===== src/sv/mvna_pkg.sv =====
// shared types, constants and command codes of the mesh vertex normal accumulator
`default_nettype none

package mvna_pkg;

    localparam int MAX_VERTICES = 1024;
    localparam int IDX_W        = $clog2(MAX_VERTICES);
    localparam int CNT_W        = IDX_W + 1;
    localparam int POS_W        = 24;
    localparam int NRM_W        = 16;

    localparam logic [1:0] KIND_ADD  = 2'd0;
    localparam logic [1:0] KIND_TRI  = 2'd1;
    localparam logic [1:0] KIND_READ = 2'd2;
    localparam logic [1:0] KIND_NEW  = 2'd3;

    localparam logic [1:0] STAT_OK        = 2'd0;
    localparam logic [1:0] STAT_BAD_INDEX = 2'd1;
    localparam logic [1:0] STAT_FULL      = 2'd2;

    localparam logic [4:0] OP_NOP       = 5'd0;
    localparam logic [4:0] OP_LATCH     = 5'd1;
    localparam logic [4:0] OP_SCALE     = 5'd2;
    localparam logic [4:0] OP_WR_VTX    = 5'd3;
    localparam logic [4:0] OP_RD_POS    = 5'd4;
    localparam logic [4:0] OP_LOAD_L    = 5'd5;
    localparam logic [4:0] OP_LOAD_R    = 5'd6;
    localparam logic [4:0] OP_SHIFT     = 5'd7;
    localparam logic [4:0] OP_NRM_ZERO  = 5'd8;
    localparam logic [4:0] OP_SQ        = 5'd9;
    localparam logic [4:0] OP_ISQ_INIT  = 5'd10;
    localparam logic [4:0] OP_ISQ_STEP  = 5'd11;
    localparam logic [4:0] OP_DIV_INIT  = 5'd12;
    localparam logic [4:0] OP_DIV_STEP  = 5'd13;
    localparam logic [4:0] OP_DIV_END   = 5'd14;
    localparam logic [4:0] OP_NRM_STORE = 5'd15;
    localparam logic [4:0] OP_CROSS     = 5'd16;
    localparam logic [4:0] OP_RD_NRM    = 5'd17;
    localparam logic [4:0] OP_WR_NRM    = 5'd18;
    localparam logic [4:0] OP_RD_VTX    = 5'd19;
    localparam logic [4:0] OP_CLEAR     = 5'd20;
    localparam logic [4:0] OP_RES_ZERO  = 5'd21;
    localparam logic [4:0] OP_RES_ADD   = 5'd22;
    localparam logic [4:0] OP_RES_TRI   = 5'd23;
    localparam logic [4:0] OP_RES_READ  = 5'd24;

    typedef struct packed {
        logic [1:0]         kind;
        logic signed [23:0] coord_x;
        logic signed [23:0] coord_y;
        logic signed [23:0] coord_z;
        logic [10:0]        corner_a;
        logic [10:0]        corner_b;
        logic [10:0]        corner_c;
        logic [9:0]         read_index;
    } in_item_t;

    typedef struct packed {
        logic signed [23:0] pos_x;
        logic signed [23:0] pos_y;
        logic signed [23:0] pos_z;
        logic signed [15:0] norm_x;
        logic signed [15:0] norm_y;
        logic signed [15:0] norm_z;
        logic [1:0]         status;
    } out_item_t;

    typedef struct packed {
        logic [4:0] op;
        logic [2:0] sel;
    } dp_cmd_t;

    typedef struct packed {
        logic [1:0] kind;
        logic       full;
        logic       corner_bad;
        logic       read_bad;
        logic       mx_zero;
        logic       mx_big;
        logic       out_free;
    } dp_stat_t;

endpackage

`default_nettype wire


===== src/sv/mvna_ctrl.sv =====
// controller state machine sequencing the datapath for each item kind
`default_nettype none

module mvna_ctrl (
    input  logic               clk,
    input  logic               rst_n,
    input  logic               in_valid,
    output logic               in_ready,
    output mvna_pkg::dp_cmd_t  cmd,
    input  mvna_pkg::dp_stat_t stat
);
    import mvna_pkg::*;

    localparam logic [4:0] S_IDLE  = 5'd0;
    localparam logic [4:0] S_DEC   = 5'd1;
    localparam logic [4:0] S_SCALE = 5'd2;
    localparam logic [4:0] S_SCW   = 5'd3;
    localparam logic [4:0] S_WRV   = 5'd4;
    localparam logic [4:0] S_RDP   = 5'd5;
    localparam logic [4:0] S_RDW   = 5'd6;
    localparam logic [4:0] S_LOAD  = 5'd7;
    localparam logic [4:0] S_NSH   = 5'd8;
    localparam logic [4:0] S_SQ    = 5'd9;
    localparam logic [4:0] S_SQW   = 5'd10;
    localparam logic [4:0] S_ISI   = 5'd11;
    localparam logic [4:0] S_ISQ   = 5'd12;
    localparam logic [4:0] S_DVI   = 5'd13;
    localparam logic [4:0] S_DVS   = 5'd14;
    localparam logic [4:0] S_DVE   = 5'd15;
    localparam logic [4:0] S_NST   = 5'd16;
    localparam logic [4:0] S_CRS   = 5'd17;
    localparam logic [4:0] S_CRW   = 5'd18;
    localparam logic [4:0] S_RDN   = 5'd19;
    localparam logic [4:0] S_WRN   = 5'd20;
    localparam logic [4:0] S_RDV   = 5'd21;
    localparam logic [4:0] S_RES   = 5'd22;

    localparam logic [4:0] ISQ_LAST = 5'd31;
    localparam logic [4:0] DIV_LAST = 5'd15;

    localparam logic [1:0] PH_LEFT  = 2'd0;
    localparam logic [1:0] PH_RIGHT = 2'd1;
    localparam logic [1:0] PH_FACE  = 2'd2;

    logic [4:0] state_reg, state_next;
    logic [4:0] cnt_reg, cnt_next;
    logic [1:0] comp_reg, comp_next;
    logic [1:0] phase_reg, phase_next;
    dp_cmd_t    res_reg, res_next;

    always_comb
    begin
        state_next = state_reg;
        cnt_next   = cnt_reg;
        comp_next  = comp_reg;
        phase_next = phase_reg;
        res_next   = res_reg;
        cmd        = '{op: OP_NOP, sel: 3'd0};
        in_ready   = 1'b0;

        unique case (state_reg)
            S_IDLE:
            begin
                in_ready = 1'b1;
                if (in_valid)
                begin
                    cmd.op     = OP_LATCH;
                    state_next = S_DEC;
                end
            end
            S_DEC:
            begin
                cnt_next = '0;
                unique case (stat.kind)
                    KIND_ADD:
                        if (stat.full)
                        begin
                            res_next   = '{op: OP_RES_ZERO, sel: {1'b0, STAT_FULL}};
                            state_next = S_RES;
                        end
                        else
                        begin
                            state_next = S_SCALE;
                        end
                    KIND_TRI:
                        if (stat.corner_bad)
                        begin
                            res_next   = '{op: OP_RES_ZERO, sel: {1'b0, STAT_BAD_INDEX}};
                            state_next = S_RES;
                        end
                        else
                        begin
                            state_next = S_RDP;
                        end
                    KIND_READ:
                        if (stat.read_bad)
                        begin
                            res_next   = '{op: OP_RES_ZERO, sel: {1'b0, STAT_BAD_INDEX}};
                            state_next = S_RES;
                        end
                        else
                        begin
                            state_next = S_RDV;
                        end
                    default:
                    begin
                        cmd.op     = OP_CLEAR;
                        res_next   = '{op: OP_RES_ZERO, sel: {1'b0, STAT_OK}};
                        state_next = S_RES;
                    end
                endcase
            end
            S_SCALE:
            begin
                cmd = '{op: OP_SCALE, sel: cnt_reg[2:0]};
                cnt_next = cnt_reg + 1'b1;
                if (cnt_reg == 5'd2)
                    state_next = S_SCW;
            end
            S_SCW:
                state_next = S_WRV;
            S_WRV:
            begin
                cmd.op     = OP_WR_VTX;
                res_next   = '{op: OP_RES_ADD, sel: 3'd0};
                state_next = S_RES;
            end
            S_RDP:
            begin
                cmd = '{op: OP_RD_POS, sel: cnt_reg[2:0]};
                cnt_next = cnt_reg + 1'b1;
                if (cnt_reg == 5'd2)
                    state_next = S_RDW;
            end
            S_RDW:
            begin
                phase_next = PH_LEFT;
                state_next = S_LOAD;
            end
            S_LOAD:
            begin
                cmd.op     = (phase_reg == PH_LEFT) ? OP_LOAD_L : OP_LOAD_R;
                state_next = S_NSH;
            end
            // scale the vector up until its largest component reaches bit 29; a zero vector gives a zero normal
            S_NSH:
            begin
                cnt_next = '0;
                if (stat.mx_zero)
                begin
                    cmd.op     = OP_NRM_ZERO;
                    state_next = S_NST;
                end
                else if (stat.mx_big)
                begin
                    state_next = S_SQ;
                end
                else
                begin
                    cmd.op = OP_SHIFT;
                end
            end
            S_SQ:
            begin
                cmd = '{op: OP_SQ, sel: cnt_reg[2:0]};
                cnt_next = cnt_reg + 1'b1;
                if (cnt_reg == 5'd2)
                    state_next = S_SQW;
            end
            S_SQW:
                state_next = S_ISI;
            S_ISI:
            begin
                cmd.op     = OP_ISQ_INIT;
                cnt_next   = '0;
                state_next = S_ISQ;
            end
            S_ISQ:
            begin
                cmd.op   = OP_ISQ_STEP;
                cnt_next = cnt_reg + 1'b1;
                if (cnt_reg == ISQ_LAST)
                begin
                    comp_next  = '0;
                    state_next = S_DVI;
                end
            end
            S_DVI:
            begin
                cmd = '{op: OP_DIV_INIT, sel: {1'b0, comp_reg}};
                cnt_next   = '0;
                state_next = S_DVS;
            end
            S_DVS:
            begin
                cmd.op   = OP_DIV_STEP;
                cnt_next = cnt_reg + 1'b1;
                if (cnt_reg == DIV_LAST)
                    state_next = S_DVE;
            end
            S_DVE:
            begin
                cmd = '{op: OP_DIV_END, sel: {1'b0, comp_reg}};
                comp_next = comp_reg + 1'b1;
                state_next = (comp_reg == 2'd2) ? S_NST : S_DVI;
            end
            S_NST:
            begin
                cmd = '{op: OP_NRM_STORE, sel: {1'b0, phase_reg}};
                cnt_next  = '0;
                comp_next = '0;
                unique case (phase_reg)
                    PH_LEFT:
                    begin
                        phase_next = PH_RIGHT;
                        state_next = S_LOAD;
                    end
                    PH_RIGHT:
                    begin
                        phase_next = PH_FACE;
                        state_next = S_CRS;
                    end
                    default:
                        state_next = S_RDN;
                endcase
            end
            S_CRS:
            begin
                cmd = '{op: OP_CROSS, sel: cnt_reg[2:0]};
                cnt_next = cnt_reg + 1'b1;
                if (cnt_reg == 5'd5)
                    state_next = S_CRW;
            end
            S_CRW:
                state_next = S_NSH;
            // read-modify-write of a, c, b normals in turn
            S_RDN:
            begin
                cmd = '{op: OP_RD_NRM, sel: {1'b0, comp_reg}};
                state_next = S_WRN;
            end
            S_WRN:
            begin
                cmd = '{op: OP_WR_NRM, sel: {1'b0, comp_reg}};
                comp_next = comp_reg + 1'b1;
                if (comp_reg == 2'd2)
                begin
                    res_next   = '{op: OP_RES_TRI, sel: 3'd0};
                    state_next = S_RES;
                end
                else
                begin
                    state_next = S_RDN;
                end
            end
            S_RDV:
            begin
                cmd = '{op: OP_RD_VTX, sel: 3'd0};
                res_next   = '{op: OP_RES_READ, sel: 3'd0};
                state_next = S_RES;
            end
            S_RES:
                if (stat.out_free)
                begin
                    cmd        = res_reg;
                    state_next = S_IDLE;
                end
            default:
                state_next = S_IDLE;
        endcase
    end

    always_ff @(posedge clk or negedge rst_n)
    begin
        if (!rst_n)
        begin
            state_reg <= S_IDLE;
            cnt_reg   <= '0;
            comp_reg  <= '0;
            phase_reg <= PH_LEFT;
            res_reg   <= '{op: OP_NOP, sel: 3'd0};
        end
        else
        begin
            state_reg <= state_next;
            cnt_reg   <= cnt_next;
            comp_reg  <= comp_next;
            phase_reg <= phase_next;
            res_reg   <= res_next;
        end
    end

    a_ready_idle: assert property (@(posedge clk) disable iff (!rst_n)
        (in_valid && in_ready) |=> (state_reg == S_DEC))
        else $error("accepted beat not decoded");

    a_res_once: assert property (@(posedge clk) disable iff (!rst_n)
        (state_reg == S_RES && stat.out_free) |=> (state_reg == S_IDLE))
        else $error("result state did not retire");

    a_norm_phase: assert property (@(posedge clk) disable iff (!rst_n)
        (state_reg == S_CRS) |-> (phase_reg == PH_FACE))
        else $error("cross product outside face phase");

endmodule

`default_nettype wire


===== config.mk =====
export PLATFORM = sky130hd
export DESIGN_NAME = mvna_ctrl
export DESIGN_NICKNAME = d
export VERILOG_FILES = /design/src/sv/mvna_pkg.sv /design/src/sv/mvna_ctrl.sv
export SDC_FILE = /design/constraint.sdc
export NUM_CORES = 1
export LEC_CHECK = 0
export BUFFER_PORTS_ARGS = -buffer_cell sky130_fd_sc_hd__buf_2
export CORE_MARGIN = 4
export CORE_UTILIZATION = 43
export DETAILED_ROUTE_END_ITERATION = 12
export SLEW_MARGIN = 0
export SYNTH_ARGS = -nofsm -noshare
export SYNTH_HDL_FRONTEND = slang
export SYNTH_SLANG_ARGS = --single-unit

===== constraint.sdc =====
create_clock -name clk -period 3.4 [get_ports clk]
set_clock_uncertainty 0.2 [all_clocks]
set_input_delay 0.17 -clock clk [delete_from_list [all_inputs] [get_ports clk]]
set_output_delay 0.17 -clock clk [all_outputs]
set_load 0.02 [all_outputs]

==> flow_summary_export.csv <==
group,metric,value,unit
synthesis,avgSynthCellArea,7.844,um^2
die,ioPinCount,20,
synthesis,synth_top_cell_area_share,0.2577,
synthesis,yosys_warnings,0,
timing,setup_violations,0,
grt,grt-ovfl-total,0,
clock_network,clk_latency,0.27,ns
synthesis,synthTopCellsByCount,"a21oi_1 (24), nand2_1 (23), dfrtp_1 (21), nor2_1 (21), inv_1 (16)",
placement,dp.cells,315,
cells_and_area,largest_register_ffs,7,
synthesis,yosysUniqueCellTypes,52,
timing,hold_violations,0,
detailed_routing,drtIter0Drc,229,
detailed_routing,drt_wl_total,5243,um
clock_network,cts_hold_buf,1,
clock_network,post_cts_buffers,0,
clock_network,clock-root-buffer,"clkbuf_8",
die,rows,24,
clock_network,cts_tree,"built",
critical_path,cp.arrival,2.52,ns
synthesis,synth_simple_gate_area_frac,0.2577,
detailed_routing,drtPass1Iterations,4,
clock_network,cts_made_buffers,3,
hold_path,worstHoldPathType,"in -> async",
synthesis,synth-compound-area-share,0.2724,
critical_path,critPathKind,"reg -> out",
synthesis,ys_seq_elements,21,
cells_and_area,syn2layout_area_growth,6.258,%
critical_path,r2r_cells,4,
synthesis,ys.flop_type,"dfrtp_1",
die,die-area,5909,um^2
die,core-area,4474,um^2
die,start_util,0.4558,
grt,first_global_vias,1772,
synthesis,synth.most_common_cell,"a21oi_1",
grt,grt_max_degree,31,
detailed_routing,drc,0,
clock_network,cts_max_path_buffers,2,
timing,rsz0062_at_grt,"no",
timing,worst_slack,0.5053,ns
detailed_routing,routedWlPerCell,16.38,um
synthesis,synth_top_family_by_area,"compound AO/OA/AOI/OAI gates",
synthesis,synth-xor-area-share,0.008589,
power_and_ir_drop,p_leak,0.9495,nW
critical_path,cp-startpoint,"state_reg[0]$_DFFE_PN0P_",
timing,relSlewSlack,0.4186,
detailed_routing,ant_nets,0,
cells_and_area,num_antenna_cells,0,
critical_path,cp_data_required_time,3.03,ns
synthesis,yosysTopAreaCell,"dfrtp_1",
placement,place.gp.congestion,0.9306,
power_and_ir_drop,power.density,208.2,nW/um^2
clock_network,clk_pin_slew,0.08,ns
timing,fin_tns_setup,0,ns
cells_and_area,final_nets,291,
synthesis,syn_area,2039,um^2
status,run_status,"completed",
critical_path,crit_end,"cmd[0]",
power_and_ir_drop,irDropWorstVdd,195.7,uV
detailed_routing,routed_via_density,5.981,
clock_network,clkSinkCount,21,
synthesis,synthArstFlopShare,1.000,
timing,fin_crit_sh,0.8514,
synthesis,seq_area_frac_synth,0.2577,
placement,hpwlAfterDp,3841,um
critical_path,cp-start-kind,"register",
synthesis,synth_edf_count,0,
job,maxCapViolations,0,
timing,drv_slew,0,
clock_network,h-tree-depth,1,
grt,antenna_found_initial,0,
critical_path,reg2reg_setup_slack,0.67,ns
timing,worstMarginPinSlew,0.8721,ns
synthesis,synth_fp_nets,282,
critical_path,crit_path_end_kind,"output port",
synthesis,synthMuxAreaShare,0.04724,
cells_and_area,fill_cells,447,
clock_network,post_cts_resized,0,
die,die_y,76.87,um
critical_path,reg2reg_from,"state_reg[4]$_DFFE_PN0P_",
critical_path,regToRegEndpoint,"res_reg[4]$_DFFE_PN0P_",
timing,post-route-min-period,2.895,ns
power_and_ir_drop,power,451.3,uW
grt,grt_first_pass_wirelength,8894,um
cells_and_area,drive_above_1_share,0.1306,
detailed_routing,dr_total_vias,1914,
placement,numPortBuffers,19,
synthesis,synthAdderAreaFrac,0.06748,
cells_and_area,final_cells,320,
synthesis,synth_area_leaders,"dfrtp_1 (26%), ha_1 (6.7%), a21oi_1 (5.9%)",
timing,fmax,0.3455,GHz
synthesis,postSynthCellCount,260,
die,fp.dieW,76.87,um
grt,grt_usage,0.1851,
placement,place_ws,0.7166,ns
critical_path,path_max_fanout,26,
-- through the flow --
step / hold WS (ns) / cell area (um^2) / utilization
after floorplan: -0.3256 / 2039 / -
after detailed placement: -0.02705 / 2108 / 0.4712
after global routing: 0.2373 / 2167 / 0.4843
after CTS: 0.2005 / 2167 / 0.4843
final: 0.1921 / 2167 / 0.4843
after global placement: -0.02657 / 2108 / 0.4712
-- placed cells by master (no fill, tap or decap), types with 4 or more instances in the layout --
cell	n
nor3b_1	4
a21oi_1	24
nor2_1	21
buf_4	4
nor2b_1	7
nor3_1	8
a31oi_1	4
o2bb2ai_1	4
mux2i_1	4
buf_2	19
a22oi_1	4
dfrtp_1	21
nand2_1	23
nand2b_1	7
o21ai_0	13
a21o_1	5
ha_1	11
or3_1	4
inv_1	16
a211oi_1	4
-- routing by layer --
layer | global-route usage | part of all wire | vias to the layer above | wire [um]
met2 | 0.2535 | 0.40 | 60 | 2113
li1 | - | - | 958 | -
met5 | 0 | 0 | - | 0
met1 | 0.2789 | 0.50 | 888 | 2643
met3 | 0.04684 | 0.069 | 8 | 364
met4 | 0.05978 | 0.023 | 0 | 121
-- cell type report --
cell class / instances / area [um^2] / area share
multi-input combinational: 203 / 1333 / 0.6149
sequential: 21 / 525.5 / 0.2425
timing repair buffer: 24 / 135.1 / 0.06236
tap: 52 / 65.06 / 0.03002
inverter: 16 / 60.06 / 0.02771
clock buffer: 3 / 41.29 / 0.01905
clock inverter: 1 / 7.507 / 0.003464
-- kinds of logic after synthesis --
logic type	Yosys count
AOI/OAI and AO/OA	83
xor gates and xnor gates	2
adders and majority gates	11
buffers and inverters	36
DFF	21
muxes	8
and+or+nand+nor	99
-- power breakdown --
part	leakage [nW]	switching, mW	total [mW]	internal, mW
sequential	0.252	0	0.249	0.249
clock	0.0217	0.0915	0.175	0.0830
combinational	0.675	0.0169	0.0272	0.0103
-- critical path: stages (launching register included) --
cell and delay (ns):
dfrtp_1 0.85, inv_1 0.32, nor2_1 0.27, a31oi_1 0.11
o21ai_0 0.33, a221o_1 0.20, buf_2 0.16
-- how the worst min path moves through the flow --
stage / from / to / slack [ns] / cells past startpoint
3_5_place_dp: rst_n / state_reg[0]$_DFFE_PN0P_ / -0.03 / 1
6_report: rst_n / phase_reg[0]$_DFFE_PN0P_ / 0.19 / 2
5_1_grt: rst_n / res_reg[0]$_DFFE_PN0P_ / 0.24 / 2
3_3_place_gp: rst_n / state_reg[0]$_DFFE_PN0P_ / -0.03 / 1
2_1_floorplan: rst_n / cnt_reg[0]$_DFFE_PN0P_ / -0.33 / 0
4_1_cts: rst_n / res_reg[0]$_DFFE_PN0P_ / 0.20 / 2
Power figures use the tool's default switching activity.
